**src/rtl/fpca_pkg.sv**
```systemverilog
// Shared codes, field widths and types of the fit-policy chunk allocator.
package fpca_pkg;

  localparam int OPCODE_W = 2;
  localparam int INDEX_W  = 4;
  localparam int FIELD_W  = 16;
  localparam int POLICY_W = 2;
  localparam int COUNT_W  = 5;
  localparam int APB_AW   = 3;
  localparam int APB_DW   = 32;
  localparam int IN_DW    = 24;
  localparam int OUT_DW   = 40;

  localparam logic [OPCODE_W-1:0] OP_LOAD    = 2'd0;
  localparam logic [OPCODE_W-1:0] OP_RESTART = 2'd1;
  localparam logic [OPCODE_W-1:0] OP_REQUEST = 2'd2;

  localparam logic [POLICY_W-1:0] POL_FIRST = 2'd0;
  localparam logic [POLICY_W-1:0] POL_BEST  = 2'd1;
  localparam logic [POLICY_W-1:0] POL_WORST = 2'd2;

  // register index is paddr[2]
  localparam logic REG_FIT_POLICY  = 1'b0;
  localparam logic REG_CHUNK_COUNT = 1'b1;

  localparam logic [POLICY_W-1:0] POLICY_RESET = POL_FIRST;
  localparam logic [COUNT_W-1:0]  COUNT_RESET  = 5'd16;

  typedef enum logic [1:0] {
    ST_IDLE,
    ST_COPY,
    ST_SCAN,
    ST_WRITE
  } state_t;

  typedef struct packed {
    logic                clear;
    logic                sample;
    logic [POLICY_W-1:0] policy;
  } pick_ctl_t;

endpackage

```
**src/rtl/fit_policy_chunk_allocator.sv**
```systemverilog
// Top level of the fit-policy chunk allocator: config port, sequencer and memories.
//
//  channel  | direction | handshake          | payload
//  ---------+-----------+--------------------+--------------------------------------
//  in_      | slave     | tvalid/tready      | tuser opcode, tdata index + size
//  out_     | master    | tvalid/tready      | tuser assigned, tdata chunk/orig/echo
//  cfg_     | APB slave | psel/penable/pready| fit_policy at 0x0, chunk_count at 0x4
//
// A load is written without leaving idle. A restart sweeps every chunk, original to
// remaining. A request scans min(chunk_count, CHUNKS) chunks, one per cycle through
// the read port of both memories.
// A result waits in the output register; a request only stalls at its end when
// the previous result is still not taken. Reset clears control only; chunk sizes
// are undefined until loaded.
module fit_policy_chunk_allocator #(
  parameter int CHUNKS    = 16,
  parameter int SIZE_BITS = 16
) (
  input  logic                          clk,
  input  logic                          rst_n,
  // in_tdata: chunk_index[3:0], size_value[19:4], zero pad [23:20]
  input  logic [fpca_pkg::IN_DW-1:0]    in_tdata,
  // in_tuser: opcode[1:0]
  input  logic [fpca_pkg::OPCODE_W-1:0] in_tuser,
  input  logic                          in_tvalid,
  output logic                          in_tready,
  // out_tdata: chosen_chunk[3:0], chunk_original_size[19:4], request_echo[35:20], pad
  output logic [fpca_pkg::OUT_DW-1:0]   out_tdata,
  // out_tuser: assigned[0]
  output logic                          out_tuser,
  output logic                          out_tvalid,
  input  logic                          out_tready,
  input  logic                          cfg_psel,
  input  logic                          cfg_penable,
  input  logic                          cfg_pwrite,
  input  logic [fpca_pkg::APB_AW-1:0]   cfg_paddr,
  input  logic [fpca_pkg::APB_DW-1:0]   cfg_pwdata,
  output logic [fpca_pkg::APB_DW-1:0]   cfg_prdata,
  output logic                          cfg_pready
);

  localparam int IDX_W = (CHUNKS > 1) ? $clog2(CHUNKS) : 1;
  localparam int CNT_W = $clog2(CHUNKS + 1);

  // configuration
  logic [fpca_pkg::POLICY_W-1:0] policy_r;
  logic [fpca_pkg::COUNT_W-1:0]  count_r;
  logic                          cfg_wr;

  assign cfg_pready = 1'b1;
  assign cfg_wr     = cfg_psel && cfg_penable && cfg_pwrite && cfg_pready;

  always_ff @(posedge clk) begin
    if (!rst_n) begin
      policy_r <= fpca_pkg::POLICY_RESET;
      count_r  <= fpca_pkg::COUNT_RESET;
    end else if (cfg_wr) begin
      case (cfg_paddr[2])
        fpca_pkg::REG_FIT_POLICY:  policy_r <= cfg_pwdata[fpca_pkg::POLICY_W-1:0];
        fpca_pkg::REG_CHUNK_COUNT: count_r  <= cfg_pwdata[fpca_pkg::COUNT_W-1:0];
        default: ;
      endcase
    end
  end

  always_comb begin
    case (cfg_paddr[2])
      fpca_pkg::REG_FIT_POLICY:  cfg_prdata = fpca_pkg::APB_DW'(policy_r);
      fpca_pkg::REG_CHUNK_COUNT: cfg_prdata = fpca_pkg::APB_DW'(count_r);
      default:                   cfg_prdata = '0;
    endcase
  end

  // input fields
  logic [fpca_pkg::OPCODE_W-1:0] in_opcode;
  logic [fpca_pkg::INDEX_W-1:0]  in_index;
  logic [SIZE_BITS-1:0]          in_size;
  logic                          in_acc;
  logic                          load_ok;

  assign in_opcode = in_tuser;
  assign in_index  = in_tdata[fpca_pkg::INDEX_W-1:0];
  assign in_size   = SIZE_BITS'(in_tdata[fpca_pkg::INDEX_W +: fpca_pkg::FIELD_W]);
  assign in_acc    = in_tvalid && in_tready;
  assign load_ok   = 32'(in_index) < CHUNKS;

  // sequencer state
  fpca_pkg::state_t     state_r, state_nxt;
  logic [CNT_W-1:0]     cnt_r, cnt_nxt;
  logic [CNT_W-1:0]     limit_r, limit_nxt;
  logic [SIZE_BITS-1:0] req_r, req_nxt;
  logic                 rd_pend_r, rd_pend_nxt;
  logic [IDX_W-1:0]     rd_idx_r, rd_idx_nxt;
  logic                 issue;

  // memory ports
  logic                 orig_we;
  logic                 rem_we;
  logic [IDX_W-1:0]     rem_waddr;
  logic [SIZE_BITS-1:0] rem_wdata;
  logic [IDX_W-1:0]     rd_addr;
  logic [SIZE_BITS-1:0] orig_rdata;
  logic [SIZE_BITS-1:0] rem_rdata;

  // selection
  fpca_pkg::pick_ctl_t  pick_ctl;
  logic                 found;
  logic [IDX_W-1:0]     pick_idx;
  logic [SIZE_BITS-1:0] pick_rem;
  logic [SIZE_BITS-1:0] pick_orig;

  // output register
  logic                          out_valid_r, out_valid_nxt;
  logic                          out_load;
  logic                          out_assigned_r;
  logic [fpca_pkg::INDEX_W-1:0]  out_chunk_r;
  logic [fpca_pkg::FIELD_W-1:0]  out_orig_r;
  logic [fpca_pkg::FIELD_W-1:0]  out_echo_r;

  always_comb begin
    state_nxt       = state_r;
    cnt_nxt         = cnt_r;
    limit_nxt       = limit_r;
    req_nxt         = req_r;
    rd_pend_nxt     = 1'b0;
    rd_idx_nxt      = rd_idx_r;
    issue           = 1'b0;
    in_tready       = 1'b0;
    orig_we         = 1'b0;
    rem_we          = 1'b0;
    rem_waddr       = IDX_W'(in_index);
    rem_wdata       = in_size;
    rd_addr         = cnt_r[IDX_W-1:0];
    pick_ctl        = '0;
    pick_ctl.policy = policy_r;
    out_load        = 1'b0;

    case (state_r)
      fpca_pkg::ST_IDLE: begin
        in_tready = 1'b1;
        if (in_acc) begin
          case (in_opcode)
            fpca_pkg::OP_LOAD: begin
              orig_we = load_ok;
              rem_we  = load_ok;
            end
            fpca_pkg::OP_RESTART: begin
              cnt_nxt   = '0;
              state_nxt = fpca_pkg::ST_COPY;
            end
            fpca_pkg::OP_REQUEST: begin
              req_nxt = in_size;
              if (32'(count_r) > CHUNKS) begin
                limit_nxt = CNT_W'(CHUNKS);
              end else begin
                limit_nxt = CNT_W'(count_r);
              end
              cnt_nxt        = '0;
              pick_ctl.clear = 1'b1;
              state_nxt      = fpca_pkg::ST_SCAN;
            end
            default: ;
          endcase
        end
      end
      fpca_pkg::ST_COPY: begin
        issue = cnt_r < CNT_W'(CHUNKS);
        if (issue) begin
          rd_pend_nxt = 1'b1;
          rd_idx_nxt  = cnt_r[IDX_W-1:0];
          cnt_nxt     = cnt_r + CNT_W'(1);
        end
        // read data of the previous cycle goes straight back into remaining
        rem_we    = rd_pend_r;
        rem_waddr = rd_idx_r;
        rem_wdata = orig_rdata;
        if (!issue && !rd_pend_r) begin
          state_nxt = fpca_pkg::ST_IDLE;
        end
      end
      fpca_pkg::ST_SCAN: begin
        issue = cnt_r < limit_r;
        if (issue) begin
          rd_pend_nxt = 1'b1;
          rd_idx_nxt  = cnt_r[IDX_W-1:0];
          cnt_nxt     = cnt_r + CNT_W'(1);
        end
        pick_ctl.sample = rd_pend_r;
        if (!issue && !rd_pend_r) begin
          state_nxt = fpca_pkg::ST_WRITE;
        end
      end
      fpca_pkg::ST_WRITE: begin
        if (!out_valid_r || out_tready) begin
          rem_we    = found;
          rem_waddr = pick_idx;
          rem_wdata = pick_rem - req_r;
          out_load  = 1'b1;
          state_nxt = fpca_pkg::ST_IDLE;
        end
      end
      default: begin
        state_nxt = fpca_pkg::ST_IDLE;
      end
    endcase

    out_valid_nxt = (out_valid_r && !out_tready) || out_load;
  end

  always_ff @(posedge clk) begin
    if (!rst_n) begin
      state_r <= fpca_pkg::ST_IDLE;
    end else begin
      state_r <= state_nxt;
    end
  end

  always_ff @(posedge clk) begin
    if (!rst_n) begin
      rd_pend_r   <= 1'b0;
      out_valid_r <= 1'b0;
    end else begin
      rd_pend_r   <= rd_pend_nxt;
      out_valid_r <= out_valid_nxt;
    end
  end

  always_ff @(posedge clk) begin
    cnt_r    <= cnt_nxt;
    limit_r  <= limit_nxt;
    req_r    <= req_nxt;
    rd_idx_r <= rd_idx_nxt;
  end

  always_ff @(posedge clk) begin
    if (out_load) begin
      out_assigned_r <= found;
      out_chunk_r    <= found ? fpca_pkg::INDEX_W'(pick_idx) : '0;
      out_orig_r     <= found ? fpca_pkg::FIELD_W'(pick_orig) : '0;
      out_echo_r     <= fpca_pkg::FIELD_W'(req_r);
    end
  end

  fpca_ram #(
    .DEPTH  (CHUNKS),
    .ADDR_W (IDX_W),
    .DATA_W (SIZE_BITS)
  ) u_orig_ram (
    .clk   (clk),
    .we    (orig_we),
    .waddr (IDX_W'(in_index)),
    .wdata (in_size),
    .raddr (rd_addr),
    .rdata (orig_rdata)
  );

  fpca_ram #(
    .DEPTH  (CHUNKS),
    .ADDR_W (IDX_W),
    .DATA_W (SIZE_BITS)
  ) u_rem_ram (
    .clk   (clk),
    .we    (rem_we),
    .waddr (rem_waddr),
    .wdata (rem_wdata),
    .raddr (rd_addr),
    .rdata (rem_rdata)
  );

  fpca_pick #(
    .IDX_W  (IDX_W),
    .SIZE_W (SIZE_BITS)
  ) u_pick (
    .clk       (clk),
    .rst_n     (rst_n),
    .ctl       (pick_ctl),
    .req_size  (req_r),
    .cand_idx  (rd_idx_r),
    .cand_rem  (rem_rdata),
    .cand_orig (orig_rdata),
    .found     (found),
    .pick_idx  (pick_idx),
    .pick_rem  (pick_rem),
    .pick_orig (pick_orig)
  );

  assign out_tvalid = out_valid_r;
  assign out_tuser  = out_assigned_r;
  assign out_tdata  = {4'b0000, out_echo_r, out_orig_r, out_chunk_r};

endmodule

```
**src/rtl/fpca_ram.sv**
```systemverilog
// Single-port-write, single-port-read synchronous RAM with registered read data.
module fpca_ram #(
  parameter int DEPTH  = 16,
  parameter int ADDR_W = 4,
  parameter int DATA_W = 16
) (
  input  logic              clk,
  input  logic              we,
  input  logic [ADDR_W-1:0] waddr,
  input  logic [DATA_W-1:0] wdata,
  input  logic [ADDR_W-1:0] raddr,
  output logic [DATA_W-1:0] rdata
);

  logic [DATA_W-1:0] mem [DEPTH];
  logic [DATA_W-1:0] rdata_r;

  always_ff @(posedge clk) begin
    if (we) begin
      mem[waddr] <= wdata;
    end
  end

  always_ff @(posedge clk) begin
    rdata_r <= mem[raddr];
  end

  assign rdata = rdata_r;

endmodule

```
**src/rtl/fpca_pick.sv**
```systemverilog
// Running fit selection over the chunks streamed out of the size memories.
module fpca_pick #(
  parameter int IDX_W  = 4,
  parameter int SIZE_W = 16
) (
  input  logic                clk,
  input  logic                rst_n,
  input  fpca_pkg::pick_ctl_t ctl,
  input  logic [SIZE_W-1:0]   req_size,
  input  logic [IDX_W-1:0]    cand_idx,
  input  logic [SIZE_W-1:0]   cand_rem,
  input  logic [SIZE_W-1:0]   cand_orig,
  output logic                found,
  output logic [IDX_W-1:0]    pick_idx,
  output logic [SIZE_W-1:0]   pick_rem,
  output logic [SIZE_W-1:0]   pick_orig
);

  logic              found_r, found_nxt;
  logic [IDX_W-1:0]  idx_r;
  logic [SIZE_W-1:0] rem_r;
  logic [SIZE_W-1:0] orig_r;
  logic              fits;
  logic              better;
  logic              take;

  assign fits = cand_rem >= req_size;

  always_comb begin
    case (ctl.policy)
      fpca_pkg::POL_BEST:  better = cand_rem < rem_r;
      fpca_pkg::POL_WORST: better = cand_rem > rem_r;
      default:             better = 1'b0;
    endcase
  end

  // strict compares keep ties on the lowest index
  assign take = ctl.sample && fits && (!found_r || better);

  always_comb begin
    found_nxt = found_r;
    if (ctl.clear) begin
      found_nxt = 1'b0;
    end else if (take) begin
      found_nxt = 1'b1;
    end
  end

  always_ff @(posedge clk) begin
    if (!rst_n) begin
      found_r <= 1'b0;
    end else begin
      found_r <= found_nxt;
    end
  end

  always_ff @(posedge clk) begin
    if (take) begin
      idx_r  <= cand_idx;
      rem_r  <= cand_rem;
      orig_r <= cand_orig;
    end
  end

  assign found     = found_r;
  assign pick_idx  = idx_r;
  assign pick_rem  = rem_r;
  assign pick_orig = orig_r;

endmodule

```
**config.mk**
```make
export PLATFORM = sky130hd
export DESIGN_NAME = fit_policy_chunk_allocator
export DESIGN_NICKNAME = d
export VERILOG_FILES = /design/src/rtl/fpca_pkg.sv /design/src/rtl/fit_policy_chunk_allocator.sv /design/src/rtl/fpca_ram.sv /design/src/rtl/fpca_pick.sv
export SDC_FILE = /design/constraint.sdc
export NUM_CORES = 1
export LEC_CHECK = 0
export ABC_AREA = 1
export BUFFER_PORTS_ARGS = -buffer_cell sky130_fd_sc_hd__buf_2
export CAP_MARGIN = 20
export CORE_AREA = 10 10 244 246
export DETAILED_ROUTE_END_ITERATION = 10
export DIE_AREA = 0 0 254 256
export PLACE_DENSITY = 0.76
export SETUP_SLACK_MARGIN = 0.5
export SYNTH_ARGS = -nofsm -noshare
export SYNTH_HDL_FRONTEND = slang
export SYNTH_HIERARCHICAL = 1
export SYNTH_SLANG_ARGS = --single-unit
```
**constraint.sdc**
```tcl
create_clock -name clk -period 3.1 [get_ports clk]
set_input_delay 0.62 -clock clk [delete_from_list [all_inputs] [get_ports clk]]
set_output_delay 0.62 -clock clk [all_outputs]
set_load 0.1 [all_outputs]
```
==> flow_summary_export.csv <==
group,metric,value,unit
detailed_routing,ant_nets,0,
clock_network,cts_buffers,60,
place,portBuffers,78,
global_route,grt_overflow,0,
final_layout,nets,3155,
clock_network,cts_setup_buffers,0,
worst_setup_path,reg2reg_depth,9,
power,power.leakage,14.5,nW
detailed_routing,wl_per_cell,18.7,µm
detailed_routing,dr_wl_met3,5770,µm
synthesis,synthArstFlopShare,0,
floorplan,die_h,256,µm
power,ir_drop,0.918,mV
clock_network,clkLatencyLatePin,0.63,ns
final_layout,ff_latch_area,19300,µm²
global_route,grtUsageTotal,0.214,
timing,report.final.slew_viol_count,0,
timing,setup_viol,0,
hold_path,hold_class,"input port to flip-flop",
detailed_routing,wl_met2,34400,µm
worst_setup_path,cp_max_fo,36,
floorplan,num_io_pins,144,
worst_setup_path,cpMaxStageDelayCell,"edfxtp_1",
detailed_routing,wl,70800,µm
timing,fin_crit_sh,0.804,
detailed_routing,viasPerCell,5.40,
detailed_routing,drt_iter0_drc,2370,
timing,final-hold-violation-count,0,
clock_network,clk_pin_slew,0.07,ns
timing,clock.fmax,401,MHz
synthesis,postSynthCellCount,2921,
worst_setup_path,rr_startpoint,"req_r[15]",
synthesis,ys.flop_type,"edfxtp_1",
floorplan,rows,86,
global_route,grt_antenna_before_repair,1,
final_layout,n_antenna_cell,0,
floorplan,core,54700,µm²
place,hpwl,45000,µm
final_layout,multi_input_area,7520,µm²
timing,min_period,2.49,ns
final_layout,area_growth_syn_to_layout,10.8,%
flow_run,cap_violations,0,
place,placed_area,30900,µm²
synthesis,yosysSeqAreaShare,0.652,
synthesis,synth-edff-count,615,
clock_network,post_cts_resized,0,
final_layout,drive_gt1_frac,0.102,
timing,fin_tns_setup,0,ns
final_layout,top_regs,"u_orig_ram/mem x256, u_rem_ram/mem x256",
worst_setup_path,arrival,2.77,ns
clock_network,cts.htree.levels,2,
clock_network,ctsLongestPathBuffers,3,
worst_setup_path,cpMostUsedCell,"nand3_1",
global_route,grt_pass1_vias,20100,
synthesis,synth_top_area_share,0.623,
timing,clock_skew,0.0350,ns
floorplan,initial_utilization,0.542,
worst_setup_path,crit_end,"u_pick/pick_rem[14]",
worst_setup_path,rrSetupSlack,0.61,ns
detailed_routing,drc,0,
synthesis,synth_top_area_cell,"edfxtp_1",
power,powerDensity,845,nW/µm²
worst_setup_path,cp-end-kind,"flip-flop",
floorplan,die_area,65000,µm²
worst_setup_path,cp-start-kind,"flip-flop",
synthesis,synthTopCellsByArea,"edfxtp_1 62%, nand2_1 11%, nand3_1 7.0%",
final_layout,final_area,32900,µm²
worst_setup_path,r2r_end,"u_pick/pick_rem[14]",
detailed_routing,top_layer_used,"met5",
worst_setup_path,cpPeakStageDelay,0.40,ns
place,place_congestion,0.888,
detailed_routing,routedLengthMet1,29100,µm
synthesis,ys_warn_count,6,
timing,worstMarginPinSlew,0.844,ns
worst_setup_path,worst_ep_required_time,3.38,ns
worst_setup_path,path_class,"flip-flop to flip-flop",
detailed_routing,firstDrtPassIters,6,
worst_setup_path,crit_path_start,"req_r[15]",
timing,maxSlewHeadroom,0.437,
timing,grt_setup_unrepaired,"false",
global_route,grt_pass1_wl,110000,µm
clock_network,tritoncts,"done",
outcome,status,"finished clean",
synthesis,synthesis.area,29700,µm²
clock_network,clock-root-buffer,"clkbuf_16",
detailed_routing,via_count,20400,
clock_network,cts_hold_buffers,0,
clock_network,clock_sinks,659,
final_layout,fill_cells,4217,
synthesis,yosys_register_bits,659,
global_route,grt_max_degree,134,
worst_setup_path,cp_cell_sequence,"inv_1 > ha_1 > nand4_1 > nor3_2 > nand3_1 > nand3_1 > nand2_2 > a21oi_4 > buf_12",
floorplan,die_x,254,µm
synthesis,syn_area_per_cell,10.2,µm²
synthesis,netlist-cell-type-count,37,
where the power goes:
group | internal [W] | switching [W]
clock network | 0.00411 | 0.00317
registers | 0.0109 | 0.000306
logic | 0.00245 | 0.00678
layout by cell type (no fill, tap or decap), types with 13 or more instances in the layout:
cell / netlist / layout
nand2_1: 869 / 869
edfxtp_1: 615 / 615
inv_1: 548 / 548
nand3_1: 417 / 417
buf_2: 44 / 78
buf_4: 68 / 64
nor2_1: 78 / 62
clkbuf_16: 0 / 62
ha_1: 62 / 61
dfxtp_1: 44 / 43
a21oi_1: 35 / 35
conb_1: 2 / 32
o21ai_0: 20 / 18
nor2_2: 1 / 16
clkinv_1: 0 / 16
clkbuf_1: 22 / 14
nand2_2: 13 / 13
metrics by stage:
stage | hold WS, ns | cells | util | total power [W] | worst slack (ns)
5_1_grt | 0.251 | 3778 | 0.601 | 0.0291 | 0.501
3_3_place_gp | 0.415 | 3666 | 0.565 | 0.0201 | 0.576
6_report | 0.259 | 3778 | 0.601 | 0.0278 | 0.607
3_5_place_dp | 0.415 | 3666 | 0.565 | 0.0205 | 0.480
4_1_cts | 0.231 | 3778 | 0.601 | 0.0278 | 0.572
2_1_floorplan | 0.408 | 2951 | - | 0.0178 | 0.408
area by class of cell:
type                            instances  share of cell area
Timing Repair Buffer                  153              0.0327
Clock inverter                         34             0.00910
Tap cell                              704              0.0268
Sequential cell                       659               0.589
Inverter                              560              0.0640
Multi-Input combinational cell       1590               0.229
Clock buffer                           78              0.0496
worst min-delay path by stage:
stage / startpoint / slack [ns] / endpoint / cells past startpoint
2_1_floorplan: u_rem_ram/rdata[0] / 0.41 / u_pick/pick_rem[0] / 0
3_3_place_gp: u_orig_ram/rdata[15] / 0.42 / u_pick/pick_orig[15] / 0
3_5_place_dp: u_orig_ram/rdata[9] / 0.41 / u_pick/pick_orig[9] / 0
4_1_cts: cfg_pwdata[1] / 0.23 / policy_r[1] / 3
5_1_grt: cfg_pwdata[4] / 0.25 / count_r[4] / 3
6_report: cfg_pwdata[1] / 0.26 / policy_r[1] / 3
cell usage after synthesis (all sizes together), types with 6 or more instances:
cell type and n:
nand2 882, edfxtp 615, inv 560, nand3 429, buf 120, nor2 81
ha 62, a21oi 46, dfxtp 44, clkbuf 22, o21ai 22, nor3 10
nand3b 6
cells by family (layout without fill, tap and decap cells):
kind of cell | Yosys count | count (layout) | synth area share
AND/OR/NAND/NOR | 1415 | 1415 | 0.204
flip-flops | 659 | 659 | 0.652
buffers and inverters | 702 | 825 | 0.101
XOR/XNOR | 2 | 2 | 0.000591
adder cells (fa/ha/maj) | 63 | 63 | 0.0268
other | 2 | 32 | 0.000253
AO/OA/AOI/OAI | 78 | 78 | 0.0154
critical path, delay by kind of cell (launching register included):
kind            cells  cell delay [ns]
flops               1             0.40
buf+inv             2             0.33
fa+ha+maj           1             0.33
simple gates        5             0.91
compound gates      1             0.16
routing by layer:
metal  vias up  track usage
li1       9544            -
met1      9777        0.293
met2       969        0.351
met3       117       0.0338
met4         2       0.0585
met5         -            0
(Power assumes the default switching activity.)
